### config.mk
export PLATFORM = sky130hd
export DESIGN_NAME = set_difference_intersection
export DESIGN_NICKNAME = d
export VERILOG_FILES = /design/src/rtl/sdi_pkg.sv /design/src/rtl/sdi_front.sv /design/src/rtl/sdi_queue.sv /design/src/rtl/sdi_back.sv /design/src/rtl/set_difference_intersection.sv
export VERILOG_INCLUDE_DIRS = /design/src /design/src/rtl
export SDC_FILE = /design/constraint.sdc
export NUM_CORES = 1
export LEC_CHECK = 0
export ABC_AREA = 0
export CORE_MARGIN = 4
export CORE_UTILIZATION = 39
export CTS_CLUSTER_SIZE = 16
export DETAILED_ROUTE_END_ITERATION = 12
export DONT_BUFFER_PORTS = 1
export SYNTH_ARGS = -nofsm -noshare
export SYNTH_HDL_FRONTEND = slang
export SYNTH_SLANG_ARGS = --single-unit
### constraint.sdc
create_clock -name clk -period 6.11 [get_ports clk]
set_clock_uncertainty 0.05 [all_clocks]
set_input_delay 0.3055 -clock clk [delete_from_list [all_inputs] [get_ports clk]]
set_output_delay 0.3055 -clock clk [all_outputs]
set_load 0.02 [all_outputs]
### src/rtl/set_difference_intersection_macros.svh
// assertion macros for the set difference / intersection rtl
// needs clk and arst_n in the scope of every use

`ifndef SET_DIFFERENCE_INTERSECTION_MACROS_SVH
`define SET_DIFFERENCE_INTERSECTION_MACROS_SVH

// antecedent implies consequent in the same cycle
`define SDI_ASSERT_NOW(lbl, ante, cons, msg) \
	lbl: assert property (@(posedge clk) disable iff (!arst_n) (ante) |-> (cons)) \
		else $error(msg);

// antecedent implies consequent in the next cycle
`define SDI_ASSERT_NEXT(lbl, ante, cons, msg) \
	lbl: assert property (@(posedge clk) disable iff (!arst_n) (ante) |=> (cons)) \
		else $error(msg);

`endif

### src/rtl/sdi_pkg.sv
// shared types and constants for the set difference / intersection block
// no dependencies
`timescale 1ns / 1ps
`default_nettype none

package sdi_pkg;

	// command codes on the input word
	localparam logic [1:0] CMD_LOAD  = 2'd0;
	localparam logic [1:0] CMD_PROBE = 2'd1;
	localparam logic [1:0] CMD_CLEAR = 2'd2;
	// spare code, taken and dropped
	localparam logic [1:0] CMD_SPARE = 2'd3;

	// mode register values
	localparam logic MODE_DIFF  = 1'b0;
	localparam logic MODE_ISECT = 1'b1;

	// entries in the queue between front and back
	localparam int unsigned QDEPTH = 4;

	// classified operation handed from front to back
	typedef enum logic [1:0] {
		OP_LOAD,
		OP_PROBE,
		OP_CLEAR
	} op_t;

	// back end sequencer
	typedef enum logic [1:0] {
		ST_IDLE,
		ST_REF,
		ST_EMT,
		ST_OUT
	} state_t;

	// queue occupancy seen by front and back
	typedef struct packed {
		logic full;
		logic empty;
	} q_stat_t;

endpackage

`default_nettype wire

### src/rtl/sdi_front.sv
// front end: takes input words, decodes the command and drops unused codes
// depends on sdi_pkg
`timescale 1ns / 1ps
`default_nettype none

module sdi_front #(
	parameter int unsigned KEY_BITS = 16
) (
	input  wire logic                 in_valid,
	output logic                      in_stall,
	input  wire logic [1:0]           cmd,
	input  wire logic [KEY_BITS-1:0]  key,
	input  wire sdi_pkg::q_stat_t     q_stat,
	output logic                      push,
	output sdi_pkg::op_t              push_op,
	output logic [KEY_BITS-1:0]       push_key
);

	logic known;

	always_comb begin
		known   = 1'b1;
		push_op = sdi_pkg::OP_LOAD;
		unique case (cmd)
			sdi_pkg::CMD_LOAD:  push_op = sdi_pkg::OP_LOAD;
			sdi_pkg::CMD_PROBE: push_op = sdi_pkg::OP_PROBE;
			sdi_pkg::CMD_CLEAR: push_op = sdi_pkg::OP_CLEAR;
			default:            known   = 1'b0;
		endcase
	end

	// unused code is taken and dropped, never queued
	assign in_stall = q_stat.full;
	assign push     = in_valid && !q_stat.full && known;
	assign push_key = key;

endmodule

`default_nettype wire

### src/rtl/sdi_queue.sv
// small fifo of decoded words between front and back
// depends on sdi_pkg
`timescale 1ns / 1ps
`default_nettype none

module sdi_queue #(
	parameter int unsigned W = 18
) (
	input  wire logic         clk,
	input  wire logic         arst_n,
	input  wire logic         push,
	input  wire logic [W-1:0] push_data,
	input  wire logic         pop,
	output logic [W-1:0]      pop_data,
	output sdi_pkg::q_stat_t  q_stat
);

	localparam int unsigned PW = $clog2(sdi_pkg::QDEPTH);
	localparam int unsigned NW = $clog2(sdi_pkg::QDEPTH + 1);

	logic [W-1:0]  slot_q [sdi_pkg::QDEPTH];
	logic [PW-1:0] wr_ptr_q;
	logic [PW-1:0] rd_ptr_q;
	logic [NW-1:0] cnt_q;
	logic          do_push;
	logic          do_pop;

	assign q_stat.full  = (cnt_q == NW'(sdi_pkg::QDEPTH));
	assign q_stat.empty = (cnt_q == '0);
	assign do_push      = push && !q_stat.full;
	assign do_pop       = pop && !q_stat.empty;
	assign pop_data     = slot_q[rd_ptr_q];

	always_ff @(posedge clk) begin
		if (do_push) begin
			slot_q[wr_ptr_q] <= push_data;
		end
	end

	always_ff @(posedge clk or negedge arst_n) begin
		if (!arst_n) begin
			wr_ptr_q <= '0;
			rd_ptr_q <= '0;
			cnt_q    <= '0;
		end else begin
			if (do_push) begin
				wr_ptr_q <= wr_ptr_q + PW'(1);
			end
			if (do_pop) begin
				rd_ptr_q <= rd_ptr_q + PW'(1);
			end
			if (do_push && !do_pop) begin
				cnt_q <= cnt_q + NW'(1);
			end else if (do_pop && !do_push) begin
				cnt_q <= cnt_q - NW'(1);
			end
		end
	end

endmodule

`default_nettype wire

### src/rtl/sdi_back.sv
// back end: reference and emitted key tables, scan sequencer, output register
// depends on sdi_pkg and set_difference_intersection_macros.svh
`timescale 1ns / 1ps
`default_nettype none

`include "set_difference_intersection_macros.svh"

module sdi_back #(
	parameter int unsigned DEPTH    = 16,
	parameter int unsigned KEY_BITS = 16
) (
	input  wire logic                clk,
	input  wire logic                arst_n,
	input  wire logic                mode,
	input  wire sdi_pkg::q_stat_t    q_stat,
	input  wire sdi_pkg::op_t        op,
	input  wire logic [KEY_BITS-1:0] key,
	output logic                     pop,
	output logic                     out_valid,
	input  wire logic                out_stall,
	output logic [KEY_BITS-1:0]      match_key
);

	localparam int unsigned AW = $clog2(DEPTH);
	localparam int unsigned CW = $clog2(DEPTH + 1);

	logic [KEY_BITS-1:0] ref_mem [DEPTH];
	logic [KEY_BITS-1:0] emt_mem [DEPTH];
	logic [KEY_BITS-1:0] ref_rd_s1;
	logic [KEY_BITS-1:0] emt_rd_s1;

	sdi_pkg::state_t state_q;
	sdi_pkg::state_t state_d;

	logic [KEY_BITS-1:0] key_q;
	logic [KEY_BITS-1:0] match_q;
	logic [CW-1:0]       idx_q;
	logic [CW-1:0]       ref_cnt_q;
	logic [CW-1:0]       emt_cnt_q;
	logic                pend_q;
	logic                out_valid_q;

	logic ref_eq;
	logic emt_eq;
	logic ref_end;
	logic emt_end;
	logic can_emit;
	logic ref_we;
	logic emt_we;
	logic out_load;
	logic scan_rst;
	logic issue;
	logic do_clear;

	// a compare is only meaningful in the cycle after its read was issued
	assign ref_eq   = pend_q && (ref_rd_s1 == key_q);
	assign emt_eq   = pend_q && (emt_rd_s1 == key_q);
	assign ref_end  = !pend_q && (idx_q == ref_cnt_q);
	assign emt_end  = !pend_q && (idx_q == emt_cnt_q);
	assign can_emit = !out_valid_q || !out_stall;

	always_comb begin
		state_d  = state_q;
		pop      = 1'b0;
		ref_we   = 1'b0;
		emt_we   = 1'b0;
		out_load = 1'b0;
		scan_rst = 1'b0;
		do_clear = 1'b0;
		issue    = 1'b0;
		unique case (state_q)
			sdi_pkg::ST_IDLE: begin
				if (!q_stat.empty) begin
					pop = 1'b1;
					unique case (op)
						sdi_pkg::OP_LOAD:  ref_we = (ref_cnt_q != CW'(DEPTH));
						sdi_pkg::OP_CLEAR: do_clear = 1'b1;
						sdi_pkg::OP_PROBE: begin
							scan_rst = 1'b1;
							state_d  = sdi_pkg::ST_REF;
						end
						default: ;
					endcase
				end
			end
			sdi_pkg::ST_REF: begin
				issue = (idx_q < ref_cnt_q);
				if (ref_eq) begin
					if (mode == sdi_pkg::MODE_ISECT) begin
						scan_rst = 1'b1;
						state_d  = sdi_pkg::ST_EMT;
					end else begin
						state_d = sdi_pkg::ST_IDLE;
					end
				end else if (ref_end) begin
					state_d = (mode == sdi_pkg::MODE_ISECT) ? sdi_pkg::ST_IDLE
						: sdi_pkg::ST_OUT;
				end
			end
			sdi_pkg::ST_EMT: begin
				issue = (idx_q < emt_cnt_q);
				if (emt_eq) begin
					state_d = sdi_pkg::ST_IDLE;
				end else if (emt_end) begin
					emt_we  = (emt_cnt_q != CW'(DEPTH));
					state_d = sdi_pkg::ST_OUT;
				end
			end
			sdi_pkg::ST_OUT: begin
				if (can_emit) begin
					out_load = 1'b1;
					state_d  = sdi_pkg::ST_IDLE;
				end
			end
			default: state_d = sdi_pkg::ST_IDLE;
		endcase
	end

	always_ff @(posedge clk or negedge arst_n) begin
		if (!arst_n) begin
			state_q <= sdi_pkg::ST_IDLE;
		end else begin
			state_q <= state_d;
		end
	end

	// table storage, no reset
	always_ff @(posedge clk) begin
		if (ref_we) begin
			ref_mem[ref_cnt_q[AW-1:0]] <= key;
		end
		if (emt_we) begin
			emt_mem[emt_cnt_q[AW-1:0]] <= key_q;
		end
		ref_rd_s1 <= ref_mem[idx_q[AW-1:0]];
		emt_rd_s1 <= emt_mem[idx_q[AW-1:0]];
	end

	always_ff @(posedge clk) begin
		if (pop && (op == sdi_pkg::OP_PROBE)) begin
			key_q <= key;
		end
		if (out_load) begin
			match_q <= key_q;
		end
	end

	always_ff @(posedge clk or negedge arst_n) begin
		if (!arst_n) begin
			idx_q       <= '0;
			pend_q      <= 1'b0;
			ref_cnt_q   <= '0;
			emt_cnt_q   <= '0;
			out_valid_q <= 1'b0;
		end else begin
			if (scan_rst) begin
				idx_q  <= '0;
				pend_q <= 1'b0;
			end else begin
				pend_q <= issue;
				if (issue) begin
					idx_q <= idx_q + CW'(1);
				end
			end
			if (do_clear) begin
				ref_cnt_q <= '0;
				emt_cnt_q <= '0;
			end else begin
				if (ref_we) begin
					ref_cnt_q <= ref_cnt_q + CW'(1);
				end
				if (emt_we) begin
					emt_cnt_q <= emt_cnt_q + CW'(1);
				end
			end
			if (out_load) begin
				out_valid_q <= 1'b1;
			end else if (!out_stall) begin
				out_valid_q <= 1'b0;
			end
		end
	end

	assign out_valid = out_valid_q;
	assign match_key = match_q;

	`SDI_ASSERT_NOW(a_ref_cnt_bound, 1'b1, ref_cnt_q <= CW'(DEPTH), "reference count past depth")
	`SDI_ASSERT_NOW(a_emt_le_ref, 1'b1, emt_cnt_q <= ref_cnt_q, "more emitted keys than references")
	`SDI_ASSERT_NOW(a_scan_idx, state_q == sdi_pkg::ST_REF, idx_q <= ref_cnt_q, "scan index past fill")
	`SDI_ASSERT_NEXT(a_clear_empties, do_clear, ref_cnt_q == '0 && emt_cnt_q == '0, "clear left entries")

endmodule

`default_nettype wire

### src/rtl/set_difference_intersection.sv
// Set difference / intersection engine. Load words (cmd 0) append a key to the
// reference table of up to DEPTH entries, further loads being dropped; probe
// words (cmd 1) look a key up; clear words (cmd 2) empty the reference and
// emitted tables; cmd 3 is taken and discarded. With mode 0 a probe key missing
// from the reference table comes out on match_key, duplicates included; with
// mode 1 a probe key found there comes out only the first time. In the back end,
// load and clear words are acted on as they are popped; a probe is popped, then
// walks the reference table one entry per cycle through the table memory's
// single read port, and in mode 1 a hit walks the emitted table the same way
// before the result goes to the output register. A four-word queue sits between
// the input decode and the scanner, and the result sits in its own output
// register, so the back end carries on while a result is stalled and input words
// are taken until a second result is held back and the queue fills. mode is to
// be written only while the block is idle; cfg_ready is always high.
// depends on sdi_pkg, sdi_front, sdi_queue, sdi_back
`timescale 1ns / 1ps
`default_nettype none

module set_difference_intersection #(
	parameter int unsigned DEPTH    = 16,
	parameter int unsigned KEY_BITS = 16
) (
	input  wire logic                clk,
	input  wire logic                arst_n,
	// mode register write
	input  wire logic                cfg_valid,
	output logic                     cfg_ready,
	input  wire logic                cfg_mode,
	// input words
	input  wire logic                in_valid,
	output logic                     in_stall,
	input  wire logic [1:0]          cmd,
	input  wire logic [KEY_BITS-1:0] key,
	// result words
	output logic                     out_valid,
	input  wire logic                out_stall,
	output logic [KEY_BITS-1:0]      match_key
);

	// queued word: operation code above the key
	localparam int unsigned QW = $bits(sdi_pkg::op_t) + KEY_BITS;

	logic                mode_q;
	sdi_pkg::q_stat_t    q_stat;
	logic                push;
	sdi_pkg::op_t        push_op;
	logic [KEY_BITS-1:0] push_key;
	logic                pop;
	logic [QW-1:0]       pop_data;
	sdi_pkg::op_t        head_op;
	logic [KEY_BITS-1:0] head_key;

	// mode register, always ready
	assign cfg_ready = 1'b1;

	always_ff @(posedge clk or negedge arst_n) begin
		if (!arst_n) begin
			mode_q <= sdi_pkg::MODE_DIFF;
		end else if (cfg_valid) begin
			mode_q <= cfg_mode;
		end
	end

	// front: decode and drop unused codes
	sdi_front #(
		.KEY_BITS (KEY_BITS)
	) u_front (
		.in_valid (in_valid),
		.in_stall (in_stall),
		.cmd      (cmd),
		.key      (key),
		.q_stat   (q_stat),
		.push     (push),
		.push_op  (push_op),
		.push_key (push_key)
	);

	// decoupling queue
	sdi_queue #(
		.W (QW)
	) u_queue (
		.clk       (clk),
		.arst_n    (arst_n),
		.push      (push),
		.push_data ({push_op, push_key}),
		.pop       (pop),
		.pop_data  (pop_data),
		.q_stat    (q_stat)
	);

	assign head_op  = sdi_pkg::op_t'(pop_data[QW-1:KEY_BITS]);
	assign head_key = pop_data[KEY_BITS-1:0];

	// back: tables, scanner and output register
	sdi_back #(
		.DEPTH    (DEPTH),
		.KEY_BITS (KEY_BITS)
	) u_back (
		.clk       (clk),
		.arst_n    (arst_n),
		.mode      (mode_q),
		.q_stat    (q_stat),
		.op        (head_op),
		.key       (head_key),
		.pop       (pop),
		.out_valid (out_valid),
		.out_stall (out_stall),
		.match_key (match_key)
	);

endmodule

`default_nettype wire

After elaboration in Yosys (flattened, before gate mapping)
Memories as Yosys holds them, arrays and structs flattened. A register that Yosys moved wholly into a read port is not among the register bits.
Cells that the tools add are included.
Storage, ports and cells
  logic and storage cells: 121
  memories kept: 3
  RAM bits: 584
  input bits: 24
  flip-flop bits (word level): 59
  output and inout bits: 19
Cells by class
  equal/unequal tests: 20
  mux-type cells: 48
  reduce and logical (&&, ||, !) cells: 29
  add/sub/neg operators: 7
  magnitude comparators: 2
Memories
  u_back.emt_mem: depth 16, width 16, read ports 1, clocked after memory_dff 1, wr ports 1, RTL line sdi_back.sv:28  | logic [KEY_BITS-1:0] emt_mem [DEPTH];
  u_back.ref_mem: depth 16, width 16, read ports 1, clocked after memory_dff 1, wr ports 1, RTL line sdi_back.sv:27  | logic [KEY_BITS-1:0] ref_mem [DEPTH];
  u_queue.slot_q: depth 4, width 18, read ports 1, clocked after memory_dff 0, wr ports 1, RTL line sdi_queue.sv:21  | logic [W-1:0] slot_q [sdi_pkg::QDEPTH];
Operator list (count)
  $eq A16 B16 Y1: 2
  $mux W5: 6
  $mux W1: 27
  $mux W2: 9
  $add A5 B1 Y5 const B: 3
  $logic_and A1 B1 Y1: 11
  $eq A5 B5 Y1: 2
  $lt A5 B5 Y1: 2
  $ne A5 B5 Y1 const B: 2
  $eq A2 B2 Y1 const B: 4
  $pmux W2 S4: 1
  $reduce_bool A2 Y1: 4
  $logic_not A1 Y1: 7
  $eq A2 B1 Y1 const B: 3
  $logic_not A2 Y1: 3
  $mux W3: 2
  $ne A2 B1 Y1 const B: 3
  $ne A3 B1 Y1 const B: 2
  $reduce_and A5 Y1: 1
  $add A2 B1 Y2 const B: 2
  $pmux W1 S2: 2
  $pmux W2 S2: 1
  $add A3 B1 Y3 const B: 1
  $eq A3 B3 Y1 const B: 1
  other kinds (5): 5

Depth between registers and ports, before layout
Gate-level depths: netlist of run 1.
  depth after elaboration: 9
  depth in mapped cells: 11
  gate-level depth less buffers: 9

Cells and area by module
A second synthesis of run 1 with hierarchy kept.
Unflattened totals
  cells, all modules: 1157
  area total of the unflattened synthesis: 25979.9 µm²
Modules (own cells, without submodules)
  sdi_back: seq. area each 17451.7 µm², cells each 1002, area an instance 22754.3 µm², times used 1
  sdi_queue: seq. area each 2337.2 µm², cells each 130, area an instance 3015.4 µm², times used 1
  sdi_front: seq. area each 0.0 µm², cells each 21, area an instance 158.9 µm², times used 1
  set_difference_intersection: seq. area each 25.0 µm², cells each 4, area an instance 51.3 µm², times used 1

Least setup slack after synthesis of run 1
OpenSTA, ideal clock, no wires.
  path kind: flip-flop to flip-flop
  start: reg u_queue.rd_ptr_q[0]
  end: mem u_back.ref_mem[0][0] (enable)
  path slack: 2837 ps
  period minus slack after synthesis: 3273 ps
  buffers on the path: 1
  arrival: 2813 ps
  stages on the path, launching flop included: 6
  data required time: 5651 ps
  setup time: 409 ps
  cell sequence: dfrtp_1 buf_6 mux4_2 a311oi_4 nand2_1 nor3_1
On the way
  longest elaborated chain between the ends: 7
RTL lines
  from (decl): RTL line sdi_queue.sv:23  | logic [PW-1:0] rd_ptr_q;
  from (signal assigned): RTL line sdi_queue.sv:50  | rd_ptr_q <= rd_ptr_q + PW'(1);
  $mem_v2 Z4 W18
  $logic_not A2 Y1: RTL line sdi_back.sv:75  | unique case (op)
  $mux W1: RTL line sdi_back.sv:75
  $mux W1: RTL line sdi_back.sv:73  | if (!q_stat.empty) begin
  $mux W1: RTL line sdi_back.sv:71  | unique case (state_q)
  $mux W1: RTL line sdi_back.sv:129  | if (ref_we) begin
  $mux W1 (not written as such): RTL line sdi_back.sv:130  | ref_mem[ref_cnt_q[AW-1:0]] <= key;
  to (decl): RTL line sdi_back.sv:27
Every way passes these cells.

Final worst setup path of run 1
  start: reg u_back.idx_q[3]
  end: mem u_back.emt_mem[4][1] (enable)
On the way
  longest elaborated chain between the ends: 7
RTL lines
  from (decl): RTL line sdi_back.sv:37  | logic [CW-1:0] idx_q;
  from (signal assigned): RTL line sdi_back.sv:162  | idx_q <= idx_q + CW'(1);
  $eq A5 B5 Y1: RTL line sdi_back.sv:59  | assign emt_end = !pend_q && (idx_q == emt_cnt_q);
  $logic_and A1 B1 Y1: RTL line sdi_back.sv:59
  $mux W1: RTL line sdi_back.sv:104  | end else if (emt_end) begin
  $mux W1: RTL line sdi_back.sv:102  | if (emt_eq) begin
  $mux W1: RTL line sdi_back.sv:71
  $mux W1: RTL line sdi_back.sv:132  | if (emt_we) begin
  $mux W1 (not written as such): RTL line sdi_back.sv:133  | emt_mem[emt_cnt_q[AW-1:0]] <= key_q;
  to (decl): RTL line sdi_back.sv:28
Every way passes these cells.

==> results of run 1 <==
## power by group
part           switching [W]  internal, W  total [W]
Clock                0.00175      0.00232    0.00408
Combinational        0.00170      0.00122    0.00292
Sequential          0.000370      0.00585    0.00622
Total                0.00382      0.00939     0.0132
## area by class of cell
type | count | area, um^2 | share of cell area [%]
antenna | 1 | 2.50 | 0.00851
clock buffer | 94 | 1920 | 6.54
clock inverter | 33 | 282 | 0.957
inverter | 23 | 86.3 | 0.294
multi-input combinational | 412 | 5790 | 19.7
sequential | 675 | 19800 | 67.4
tap | 864 | 1080 | 3.68
timing repair buffer | 46 | 418 | 1.42
## flip-flops by register name, indices dropped and copies added (netlist names)
| signal | cells |
|---|---|
| u_back.emt_mem | 256 |
| u_back.ref_mem | 256 |
| u_queue.slot_q | 72 |
| u_back.emt_rd_s1 | 16 |
| u_back.key_q | 16 |
| u_back.match_key | 16 |
| u_back.ref_rd_s1 | 16 |
| u_back.emt_cnt_q | 5 |
| u_back.idx_q | 5 |
| u_back.ref_cnt_q | 5 |
| u_queue.cnt_q | 3 |
| u_back.state_q | 2 |
| u_queue.rd_ptr_q | 2 |
| u_queue.wr_ptr_q | 2 |
| mode_q | 1 |
| u_back.out_valid | 1 |
| u_back.pend_q | 1 |
## cell families (layout without fill, tap and decap cells)
kind of cell / Yosys count / in the layout / synth area share [%]
multiplexers: 182 / 182 / 15.7
buffers and inverters: 69 / 196 / 1.12
AND/OR/NAND/NOR: 116 / 116 / 2.38
flip-flops: 675 / 675 / 76.7
other: 1 / 2 / 0.0145
adder cells (fa/ha/maj): 32 / 32 / 1.58
AO/OA/AOI/OAI: 37 / 37 / 0.998
XOR/XNOR: 44 / 44 / 1.49
## how the worst min path moves through the flow
stage / endpoint / slack [ns] / cells past startpoint
floorplan: mode_q / -0.04 / 0
global placement: u_queue.wr_ptr_q[1] / -0.04 / 0
detailed placement: u_queue.wr_ptr_q[0] / -0.04 / 0
CTS: u_queue.wr_ptr_q[0] / 0.02 / 4
global route: u_queue.cnt_q[1] / 0.08 / 2
finish: u_queue.wr_ptr_q[0] / 0.06 / 4
## through the flow
stage | total power (W) | cell area, um^2
floorplan | 0.00816 | 25800
global placement | 0.00924 | 26900
detailed placement | 0.00930 | 26900
CTS | 0.0134 | 29400
global route | 0.0138 | 29400
finish | 0.0132 | 29400
## critical path, cell delays in order (launching register included)
cell,delay (ns)
dfrtp_2,1.05
ha_1,0.25
and4b_1,0.21
nand4_1,0.21
nor3_1,0.63
and2_1,0.81
## metal layers
| metal | track usage, % | part of all wire, % | vias up |
|---|---|---|---|
| met5 | 0 | 0.020 | - |
| met4 | 4.45 | 2.1 | 2 |
| met3 | 3.34 | 5.7 | 87 |
| met2 | 26.1 | 50 | 340 |
| met1 | 22.1 | 42 | 6183 |
| li1 | - | - | 4934 |
## synthesized netlist by cell type (7+ instances only)
| cell type | n |
|---|---|
| edfxtp_1 | 616 |
| mux4_2 | 179 |
| dfxtp_1 | 32 |
| ha_1 | 31 |
| xor2_1 | 30 |
| dfrtp_1 | 27 |
| nor2_1 | 26 |
| clkbuf_1 | 24 |
| inv_1 | 23 |
| and2_1 | 21 |
| nand2_1 | 16 |
| buf_2 | 15 |
| xnor2_1 | 14 |
| nor3_1 | 11 |
| a21oi_1 | 9 |
| o21ai_0 | 8 |
| nor4_1 | 7 |
==> metrics list, run 1 <==
- Top library cells by usage in the layout, fill and taps aside: edfxtp_1 (616), mux4_2 (179), clkbuf_16 (72), dfxtp_1 (32), ha_1 (31)
* Clock tree sinks: 675
- Total overflow reported by the global router: 0
- The number of global-route vias before repair came to 11.9k.
- Remaining DRCs: 0
* Syn Inst Count: about 1.2k
- Yosys warning total: 0
- Hold buffer count at CTS: 25
* End-of-flow core utilization: between 40% and 50%
- Setup fix buffers added after clock tree synthesis: 0
* Share of Yosys cell area claimed by the top area cell type: between 70 and 80%
* Worst Hold Launch: cmd[1]
* Vias: 11.5k
* Setup slack of the worst register-to-register path: 2.49 ns
- Once the floorplan was initialized, standard cells occupied approximately 39% of the core.
- The root buffer cell chosen for the clock tree is clkbuf_16.
- Setup Crit Path Kind: reg2reg
* Unrepaired setup endpoints after global routing: false
- All-layer global routing usage: 16.0%
- Area inside the core boundary: 65700 um^2
* Max IR drop VDD: 290 uV
* Placer Congestion: 0.793
- Worst flop-to-flop path startpoint: u_back.idx_q[3]
* Number of buffers added on ports: 0
- Net count, final: 1284
- Setup TNS: 0 ns
- After detailed routing, the number of vias per cell comes to 5.38.
- Synthesis produced a netlist with a net count of 1212.
- DR WL/cell: 25.8 um
- Along the worst path, the maximum fanout reaches 37.
* Post-synth top area cell: edfxtp_1
- The floorplan step defined a die boundary enclosing just over 70000 um^2.
* Clock-pin slew on the worst setup and hold paths: 0.06 ns
* Initial DRT Pass Iterations: 5
* I/O pin count: 43
- Hold WC Path Type: in2reg
- Max-slew violation count: 0
* Final Hold Viols: 0
- The floorplan step set the die width to between 200 and 300 um.
* Max_cap viols: 0
* Post-DRT Antenna Nets: 0
- Of the cells placed in the final design, the portion with a size suffix greater than 1 is 25.6%.
- Data arrival, critical path: 3.79 ns
- The die is 265 um tall.
* Endpoint of the worst setup timing path: u_back.emt_mem[4][1]
* Share of synthesized area occupied by flip-flops and latches: between 70 and 80%
* Total detailed-routing wirelength: 55.5 mm
- STA classifies the critical path startpoint as a flop.
* Number of gates resized after cts: 0
- Largest net degree at the start of global routing: 68
- Layout Area Growth over Synthesis: 13.8%
- STA classifies the critical path endpoint as a flop.
- Including well taps, the total number of placed cells is 1995.
- Worst hold slack after final layout: approximately 0.058 ns
- Setup slack on the critical path of the routed design comes to approximately 2.5 ns.
- Summed over all cells, the static leakage comes to a little over 9 nW.
- Number of standard-cell rows in the floorplan: 94
* Most used DFF post-synth: edfxtp_1
* Yosys cell types: around 50
* Final worst-path cycle share: 59.2%
- Number of antenna violations at the first check in global routing: 3
- Leaving out filler cells and counting taps, the final layout contains 2148.
- Clock Tree Buf Depth: 3
- Most common cell after layout, fill and taps aside: edfxtp_1
- The H-tree generated during clock tree synthesis spans 3 levels.
* Maximum clock frequency: 276 MHz
- In this run the critical register-to-register path is captured at u_back.emt_mem[4][1].
- The number of clock buffers added by TritonCTS is 70.
- The flow ran to the end, and the final reports show no timing, DRC or antenna violations.
- The synthesized design contains roughly 600 enable-type register cells.
- Time the worst path needs with I/O delays and setup: 3.62 ns
- Clock latency on the worst-skew pair: 0.61 ns
- Placed wire-length estimate: 34.3 mm
- Source of the critical timing path: u_back.idx_q[3]
- Leading cell types by total area after synthesis: edfxtp_1 (72%), mux4_2 (16%), dfrtp_1 (2.6%)
- Setup violations remaining at the end of the flow were counted as 0.
* Required time of the worst setup path: around 6.3 ns
- For the pin with the worst max-slew slack, the measured transition is 1.06 ns.
- In this run the cell area of the synthesized design comes to 25800 um^2.
* Worst-case headroom to the max-slew limit: a little under 30%
- Setup slack at placement: 2.48 ns
- After filler insertion, the fill cell instance count of the layout stands at 5427.
- Power per Cell Area: around 450 nW/um^2
* Cells on worst reg2reg path: 5
- Number of DRC violations after detailed-routing iteration 0: 1121
- First-pass GRT wire length: 82.6 mm
- Fraction of registers with async set/reset: 4.00%
- Clock tree from TritonCTS: built
- Synth Register Bits: 675
- A synthesized cell averages 22.3 um^2.
Note: power is estimated with default switching activity, not from simulation.
==> run 2: changes to the inputs <==
- clock period: 6.11 -> 3.35 ns (I/O delays scaled with it)
==> run 2 against run 1 <==
Setup slack got worse by 2.0 ns. Highest routed layer unchanged. Sequential share of layout area decreased by 0.87 points. Design area up 1.3%. Via count decreased by 1.1%. Flip-flop and latch count unchanged. Combinational power increased by 80%.
==> metrics list, run 2 (synthesis gave the netlist of run 1 again) <==
* Worst Setup End Kind: flop (unchanged)
- Total instance count after detailed placement: 2039 (was 1995)
- Highest cell delay on the worst timing path: 0.82 ns (was 1.05 ns)
- Layout Area Growth over Synthesis: 15.3% (was 13.8%)
- The detailed placer's ending HPWL was 30.5 mm (was 34.3 mm).
- The final-layout setup total negative slack is 0 ns (unchanged).
- Clock tree sinks: 675 (unchanged)
- The die outline area was 70400 um^2 (unchanged).
- Post-DRT Antenna Nets: 0 (unchanged)
- The initial detailed-routing violation count is 829 (was 1121).
- Run status: finished, final reports clean (unchanged).
- Reported leakage power: 9.52 nW (was 9.27 nW)
- Final-layout fill cell count: 5436 (was 5427)
- The first-pass GRT wire length came to 78.1 mm (was 82.6 mm).
* Root buf cell: clkbuf_16 (unchanged)
* Max IR drop VDD: 427 uV (was 290 uV)
* Power per Cell Area: 794 nW/um^2 (was 449 nW/um^2)
- The initial antenna violation count was 1 (was 3).
- The detail-routed via count per cell is 5.21 (was 5.38).
- Ordered list of cells on the worst path: xor2_1 > nor4_1 > buf_4 > nand3_1 > o21ai_0 > o211ai_1 > a22o_1 (was ha_1 > and4b_1 > nand4_1 > nor3_1 > and2_1).
- The number of primary I/O pins came to 43 (unchanged).
- The post-route fraction of the period consumed by the critical path is 85.2% (was 59.2%).
* Time the worst path needs with I/O delays and setup: 2.86 ns (was 3.62 ns)
* Initial DRT Pass Iterations: 5 (unchanged)
* CTS H-tree lvls: 3 (unchanged)
* All-layer global routing usage: 14.7% (was 16.0%)
- Setup fix buffers added after clock tree synthesis: 0 (unchanged)
- The number of buffers created by CTS is 68 (was 70).
- The number of slew-limit violations in the final report was 0 (unchanged).
* Clock-pin slew on the worst setup and hold paths: 0.06 ns (about the same)
- Largest net degree at the start of global routing: 132 (was 68)
- The number of buffers on the longest clock path was 3 (unchanged).
- Max_cap viols: 0 (unchanged)
* Number of standard-cell rows in the floorplan: 94 (unchanged)
- Die width: 265 um (unchanged)
- The clock network latency to the later pin of the worst-skew pair was 0.60 ns (was 0.61 ns).
- The number of vias in the routed layout came to 11.4k (was 11.5k).
* Die height: 265 um (unchanged)
* Area inside the core boundary: 65700 um^2 (unchanged)
- Total overflow reported by the global router: 0 (unchanged)
- The last weighted congestion value of the routability-driven placer came to 0.749 (was 0.793).
- Final Hold Viols: 0 (unchanged)
- Worst-Margin Slew: 0.856 ns (was 1.06 ns)
* Share of post-route cells with drive strength above 1: 28.5% (was 25.6%)
- Area after detailed placement: 27300 um^2 (was 26900 um^2)
- Ant diodes: 0 (was 1)
* Unrepaired setup endpoints after global routing: false (unchanged)
- The required arrival time at the worst endpoint came to 3.78 ns (was 6.28 ns).
- The category of the critical setup timing path was reg2reg (unchanged).
- Worst-path maximum fanout: 19 (was 37)
- Most common cell after layout, fill and taps aside: edfxtp_1 (unchanged)
- The CTS tree was built (unchanged).
- Via count of the first global-routing pass: 12.1k (was 11.9k)
* Top library cells by usage in the layout, fill and taps aside: edfxtp_1 (616), mux4_2 (179), clkbuf_16 (69), buf_4 (59), dfxtp_1 (32) (was edfxtp_1 (616), mux4_2 (179), clkbuf_16 (72), dfxtp_1 (32), ha_1 (31))
* Net count, final: 1327 (was 1284)
- Setup crit start kind: flop (unchanged)
- The routed wire length is 51.0 mm (was 55.5 mm).
* Data arrival, critical path: 3.28 ns (was 3.79 ns)
* Critical-path top delay cell: edfxtp_1 (was dfrtp_2)
- The wire length per cell after detailed routing came to 23.3 um (was 25.8 um).
- The type of the worst min-delay path is in2async (was in2reg).
- Number of buffers added on ports: 0 (unchanged)
- The effective utilization at floorplan is 39.3% (unchanged).
* Post-Layout Cell Count: 2190 (was 2148)
- Final-report setup violation count: 0 (unchanged)
- Final Cell Area: 29800 um^2 (was 29400 um^2)
- Number of buffers and inverters on the critical path: 1 (was 0)
- The upper clock frequency limit is 350 MHz (was 276 MHz).
- The worst slew margin relative to its limit came to 43.0% (was 29.5%).
* Remaining DRCs: 0 (unchanged)
* Worst path top cell family by delay: compound AO/OA/AOI/OAI gates (was simple AND/OR/NAND/NOR gates)
## run 2: changes by cell type in the layout (fill, tap and decap cells not counted), sizes merged
cell      change
buf          +45
clkinv        -6
clkinvlp      +2
diode         -1
inv           +2
## run 2: tightest hold or removal path: stages
cell and delay (ns):
dlygate4sd3_1 0.58, buf_12 0.11, buf_12 0.18
## run 2: where the power goes
group / switching, W / leakage [nW] / internal, W
clock network: 0.00312 / 1.07 / 0.00419
logic: 0.00297 / 2.28 / 0.00230
registers: 0.000426 / 6.16 / 0.0107
total: 0.00652 / 9.52 / 0.0171
## run 2: worst paths after layout
| path | startpoint | end | slack (ns) | cells after the start |
|---|---|---|---|---|
| worst max-delay path | u_back.key_q[11] | u_back.state_q[1] | 0.49 | 7 |
| worst min-delay path | arst_n | u_queue.wr_ptr_q[0] | 0.04 | 3 |
| worst max register to register | u_back.key_q[11] | u_back.state_q[1] | 0.49 | 7 |
| worst min register to register | u_queue.cnt_q[2] | u_queue.cnt_q[2] | 0.48 | 1 |
| max in group asynchronous | arst_n | u_back.idx_q[3] | 3.00 | 3 |
| min in group clk | cfg_mode | mode_q | 0.19 | 3 |
## run 2: final cells by class
type	instances	area, um^2	area share, %
clock inverters	31	255	0.857
multi-input cells	412	5790	19.4
inverters	23	86.3	0.290
well taps	864	1080	3.63
repair buffers	91	843	2.83
clock buffers	94	1910	6.41
flip-flops and latches	675	19800	66.5
## run 2: per-stage QoR
step | setup slack, ns | total power (W) | hold slack [ns] | util, %
6_report | 0.495 | 0.0237 | 0.0421 | 45.3
5_1_grt | 0.241 | 0.0248 | 0.0334 | 45.3
4_1_cts | 0.466 | 0.0240 | 0.0218 | 45.3
3_5_place_dp | 0.487 | 0.0166 | -0.177 | 41.6
3_3_place_gp | 0.530 | 0.0165 | -0.176 | 41.6
2_1_floorplan | 0.0775 | 0.0149 | -0.178 | -
## run 2: repair_timing
action / 4_1_cts / 5_1_grt
resized for setup: 0 / 0
endpoints found under the hold margin: 121 / 0
hold buffers: 26 / 0
## run 2: per-layer routing
layer | up-vias | wire, um | track usage, %
met2 | 230 | 25100 | 24.0
met4 | 2 | 988 | 3.74
met1 | 6101 | 23000 | 20.7
li1 | 5012 | - | -
met3 | 75 | 1960 | 2.80
met5 | - | 10 | 0
==> run 3: changes to the inputs <==
- SYNTH_HIERARCHICAL: unset -> 1
==> run 3 against run 2 <==
Sequential power hardly changed. Count of clock-buffer cells in the layout is 2 higher. Synthesized cell count hardly changed. Global-route usage is 0.35 points higher. Routed wire length is 2.7% higher. Setup slack worse by 0.080 ns. Sequential share of layout area is 0.39 points higher. Register-to-register slack worse by 0.08 ns. Power is 1.8% higher. Clock power hardly changed. Core utilization is 0.35 points lower. Die area is 0.54% higher. Largest power group unchanged.
==> metrics list, run 3 <==
* Number of buffers added on ports: 0 (unchanged)
- Worst flop-to-flop path startpoint: u_back/key_q[10] (was u_back.key_q[11])
- The number of register bits inferred by synthesis came to 675 (unchanged).
* Setup slack of the worst register-to-register path: 0.42 ns (was 0.49 ns)
* Total detailed-routing wirelength: 52.3 mm (was 51.0 mm)
- The arrival time at the worst endpoint came to 3.41 ns (was 3.28 ns).
- The cell row count came to 94 (unchanged).
- Maximum clock frequency: 341 MHz (was 350 MHz)
- Total overflow reported by the global router: 0 (unchanged)
* Hold WC Path Type: in2async (unchanged)
- Number of buffers and inverters on the critical path: 0 (was 1)
- The netlist area before placement is 26000 um^2 (was 25800 um^2).
* Average instance area after synthesis: 22.5 um^2 (was 22.3 um^2)
* Time the worst path needs with I/O delays and setup: 2.93 ns (was 2.86 ns)
* Die height: 266 um (was 265 um)
- The net switching power of the design is 0.00660 W (was 0.00652 W).
- Most common cell after layout, fill and taps aside: edfxtp_1 (unchanged)
- Max-slew violation count: 0 (unchanged)
- The die outline area came to 70800 um^2 (was 70400 um^2).
- GRT met3 Usage: 2.71% (was 2.80%)
* Ordered list of cells on the worst path: xor2_1 > nor4_1 > nand4_1 > o21ai_0 > nor2_1 > a211oi_2 > o32a_1 (was xor2_1 > nor4_1 > buf_4 > nand3_1 > o21ai_0 > o211ai_1 > a22o_1)
- The clock edge transition at the registers on the reported setup and hold paths is 0.06 ns (about the same).
* Placed wire-length estimate: 30.5 mm (about the same)
* Syn Inst Count: 1157 (was 1156)
- Endpoint of the worst setup timing path: u_back/state_q[0] (was u_back.state_q[1])
- The clock network latency to the later pin of the worst-skew pair was 0.59 ns (was 0.60 ns).
* Largest net degree at the start of global routing: 132 (unchanged)
- The slowest library cell on the worst path was edfxtp_1 (unchanged).
- Clock Tree Buf Depth: 3 (unchanged)
* Source of the critical timing path: u_back/key_q[10] (was u_back.key_q[11])
* Root buf cell: clkbuf_16 (unchanged)
* Total stage count of the critical path: 7 (unchanged)
- The number of vias in the routed layout was 11.3k (was 11.4k).
* End-of-flow core utilization: 45.0% (was 45.3%)
* Critical R2R Capture: u_back/state_q[0] (was u_back.state_q[1])
- Run status: finished, final reports clean (unchanged)
- The number of levels the H-tree was split into is 3 (unchanged).
- The wire length per cell after detailed routing came to 24.2 um (was 23.3 um).
- Number of antenna violations at the first check in global routing: 0 (was 1)
- The type of element launching the critical path is a flop (unchanged).
- Unrepaired setup endpoints after global routing: false (unchanged).
- The switching fraction of total power came to 27.4% (was 27.6%).
- Number of DRC violations after detailed-routing iteration 0: 917 (was 829)
- Final-layout fill cell count: 5521 (was 5436)
* Worst Setup End Kind: flop (unchanged)
* Worst-path maximum fanout: 19 (unchanged)
- Worst-case headroom to the max-slew limit: 36.9% (was 43.0%)
* Fraction of registers with async set/reset: 4.00% (unchanged)
- I/O pin count: 43 (unchanged)
- The sequential share of power was 47.2% (was 46.8%).
- Clock network fraction of design power: 30.3% (was 30.9%)
* All-layer global routing usage: 15.1% (was 14.7%)
- The number of gates resized after CTS is 0 (unchanged).
- The post-route fraction of the period consumed by the critical path is 87.6% (was 85.2%).
- Worst path top cell family by delay: simple AND/OR/NAND/NOR gates (was compound AO/OA/AOI/OAI gates)
* EDFF count, synth: 616 (unchanged)
* Layout Area Growth over Synthesis: 14.0% (was 15.3%)
- The die width is 266 um (was 265 um).
* Final Cell Area: 29600 um^2 (was 29800 um^2)
- The share of synthesized area occupied by flip-flops and latches is 76.3% (was 76.7%).
- Clock tree from TritonCTS: built (unchanged)
- The ratio of total power to cell area is 814 nW/um^2 (was 794 nW/um^2).
- The number of max-cap violations is 0 (unchanged).
- Yosys warning total: 6 (was 0)
- The top cell type's share of synthesized area was 71.2% (was 71.6%).
- Leading cell types by total area after synthesis: edfxtp_1 (71%), mux4_2 (15%), dfrtp_1 (2.6%) (was edfxtp_1 (72%), mux4_2 (16%), dfrtp_1 (2.6%))
- Final-report setup violation count: 0 (unchanged)
- Area inside the core boundary: 65900 um^2 (was 65700 um^2)
* Post-Layout Cell Count: 2161 (was 2190)
- Number of CTS-inserted buffers: 68 (unchanged)
* First-pass GRT wire length: 79.2 mm (was 78.1 mm)
* Worst hold slack after final layout: 0.0513 ns (was 0.0421 ns)
- Required time of the worst setup path: 3.82 ns (was 3.78 ns)
- The cell-internal power came to 0.0175 W (was 0.0171 W).
- The net count of the mapped netlist was 1212 (unchanged).
- The cell area after placement is 27200 um^2 (was 27300 um^2).
- Clock tree sinks: 675 (unchanged)
* Cells on worst reg2reg path: 7 (unchanged)
- Max IR drop VDD: 660 uV (was 427 uV)
- Post-synth top area cell: edfxtp_1 (unchanged)
* Part of the power in combinational logic: 22.5% (was 22.3%)
- The final routed DRC violation total is 0 (unchanged).
* Via count of the first global-routing pass: 12.1k (about the same)
- The main flop type after synthesis was edfxtp_1 (unchanged).
* Top library cells by usage in the layout, fill and taps aside: edfxtp_1 (616), mux4_2 (178), clkbuf_16 (71), buf_4 (50), dfxtp_1 (32) (was edfxtp_1 (616), mux4_2 (179), clkbuf_16 (69), buf_4 (59), dfxtp_1 (32))
* Final Hold Viols: 0 (unchanged)
* Post-DRT Antenna Nets: 0 (unchanged)
- The share of final-layout standard cells stronger than drive strength 1 came to 27.1% (was 28.5%).
- Total power: 0.0241 W (was 0.0237 W)
- The number of unique standard cell types used by synthesis is 52 (was 49).
* Routing layer with the top usage in global route: met2 (unchanged)
* Initial DRT Pass Iterations: 5 (unchanged)
* Setup Crit Path Kind: reg2reg (unchanged)
- The met1 track utilization from global routing is 20.0% (was 20.7%).
* Highest cell delay on the worst timing path: 0.67 ns (was 0.82 ns)
- The detail-routed via count per cell came to 5.25 (was 5.21).
- The placed cell count was 2012 (was 2039).
* Worst-Margin Slew: 0.946 ns (was 0.856 ns)
* Placer Congestion: 0.762 (was 0.749)
- Reported leakage power: 9.45 nW (was 9.52 nW)
- The number of nets in the layout was 1299 (was 1327).
- Fraction of met2 tracks used by global routing: 26.0% (was 24.0%)
- Most frequent cells after synthesis: edfxtp_1 (616), mux4_2 (178), dfxtp_1 (32) (was edfxtp_1 (616), mux4_2 (179), dfxtp_1 (32))
- The effective utilization at floorplan came to 39.4% (was 39.3%).
- The most instantiated library cell after synthesis is edfxtp_1 (unchanged).
[run 3: cell types whose count changed after synthesis, sizes merged, moves of 7 or more]
cell    before  now
nand2       17    9
and2        21   28
xor2        30   22
buf         22   51
clkbuf      24   11
xnor2       14   26
[run 3: repair_timing]
item / in CTS / in global routing
setup buffers: 0 / 0
hold endpoints to repair: 110 / 0
hold buffers: 26 / 0
[run 3: layer usage]
layer / vias up / part of all wire [%]
met5: - / 0
met4: 0 / 1.9
met3: 81 / 4.2
met2: 243 / 52
met1: 6110 / 42
li1: 4909 / -
[run 3: per-stage QoR]
step | setup TNS (ns) | setup WS, ns
global placement | 0 | 0.441
floorplan | -3.42 | -0.0535
detailed placement | 0 | 0.328
CTS | 0 | 0.306
global route | 0 | 0.232
finish | 0 | 0.415
[run 3: worst min path at each step]
stage / end / slack [ns]
detailed placement: u_queue/wr_ptr_q[1] / -0.18
CTS: u_queue/wr_ptr_q[1] / 0.02
global route: u_queue/wr_ptr_q[1] / 0.04
finish: u_queue/wr_ptr_q[1] / 0.05
floorplan: mode_q / -0.18
global placement: u_queue/wr_ptr_q[0] / -0.18
[run 3: cell families after synthesis]
logic type	after synthesis	share of synthesized area [%]
other cells	1	0.0144
mux	184	15.7
compound gates	21	0.578
flops	675	76.3
simple gates	109	2.55
xor+xnor	48	1.62
buf+inv	88	1.75
fa+ha+maj	31	1.52
[run 3: power by group through the flow]
stage	registers, W	logic, W	clock network [W]
2_1_floorplan	0.0114	0.00395	0
3_3_place_gp	0.0115	0.00543	0
3_5_place_dp	0.0116	0.00552	0
4_1_cts	0.0114	0.00558	0.00749
5_1_grt	0.0115	0.00592	0.00787
6_report	0.0114	0.00543	0.00729
[run 3: final cells by class]
class                   instances  area (um^2)  share of cell area, %
diodes                          1         2.50                0.00845
clock buffers                  96         1920                   6.48
clock inverters                26          224                  0.756
inverters                      26         97.6                  0.330
multi-input cells             394         5750                   19.4
flip-flops and latches        675        19800                   66.9
well taps                     864         1080                   3.65
repair buffers                 79          716                   2.42
[run 3: worst reg2reg max path, cell delays in order (launching register included)]
cell      delay, ns
edfxtp_1       0.67
xor2_1         0.27
nor4_1         0.58
nand4_1        0.34
o21ai_0        0.42
nor2_1         0.09
a211oi_2       0.25
o32a_1         0.21
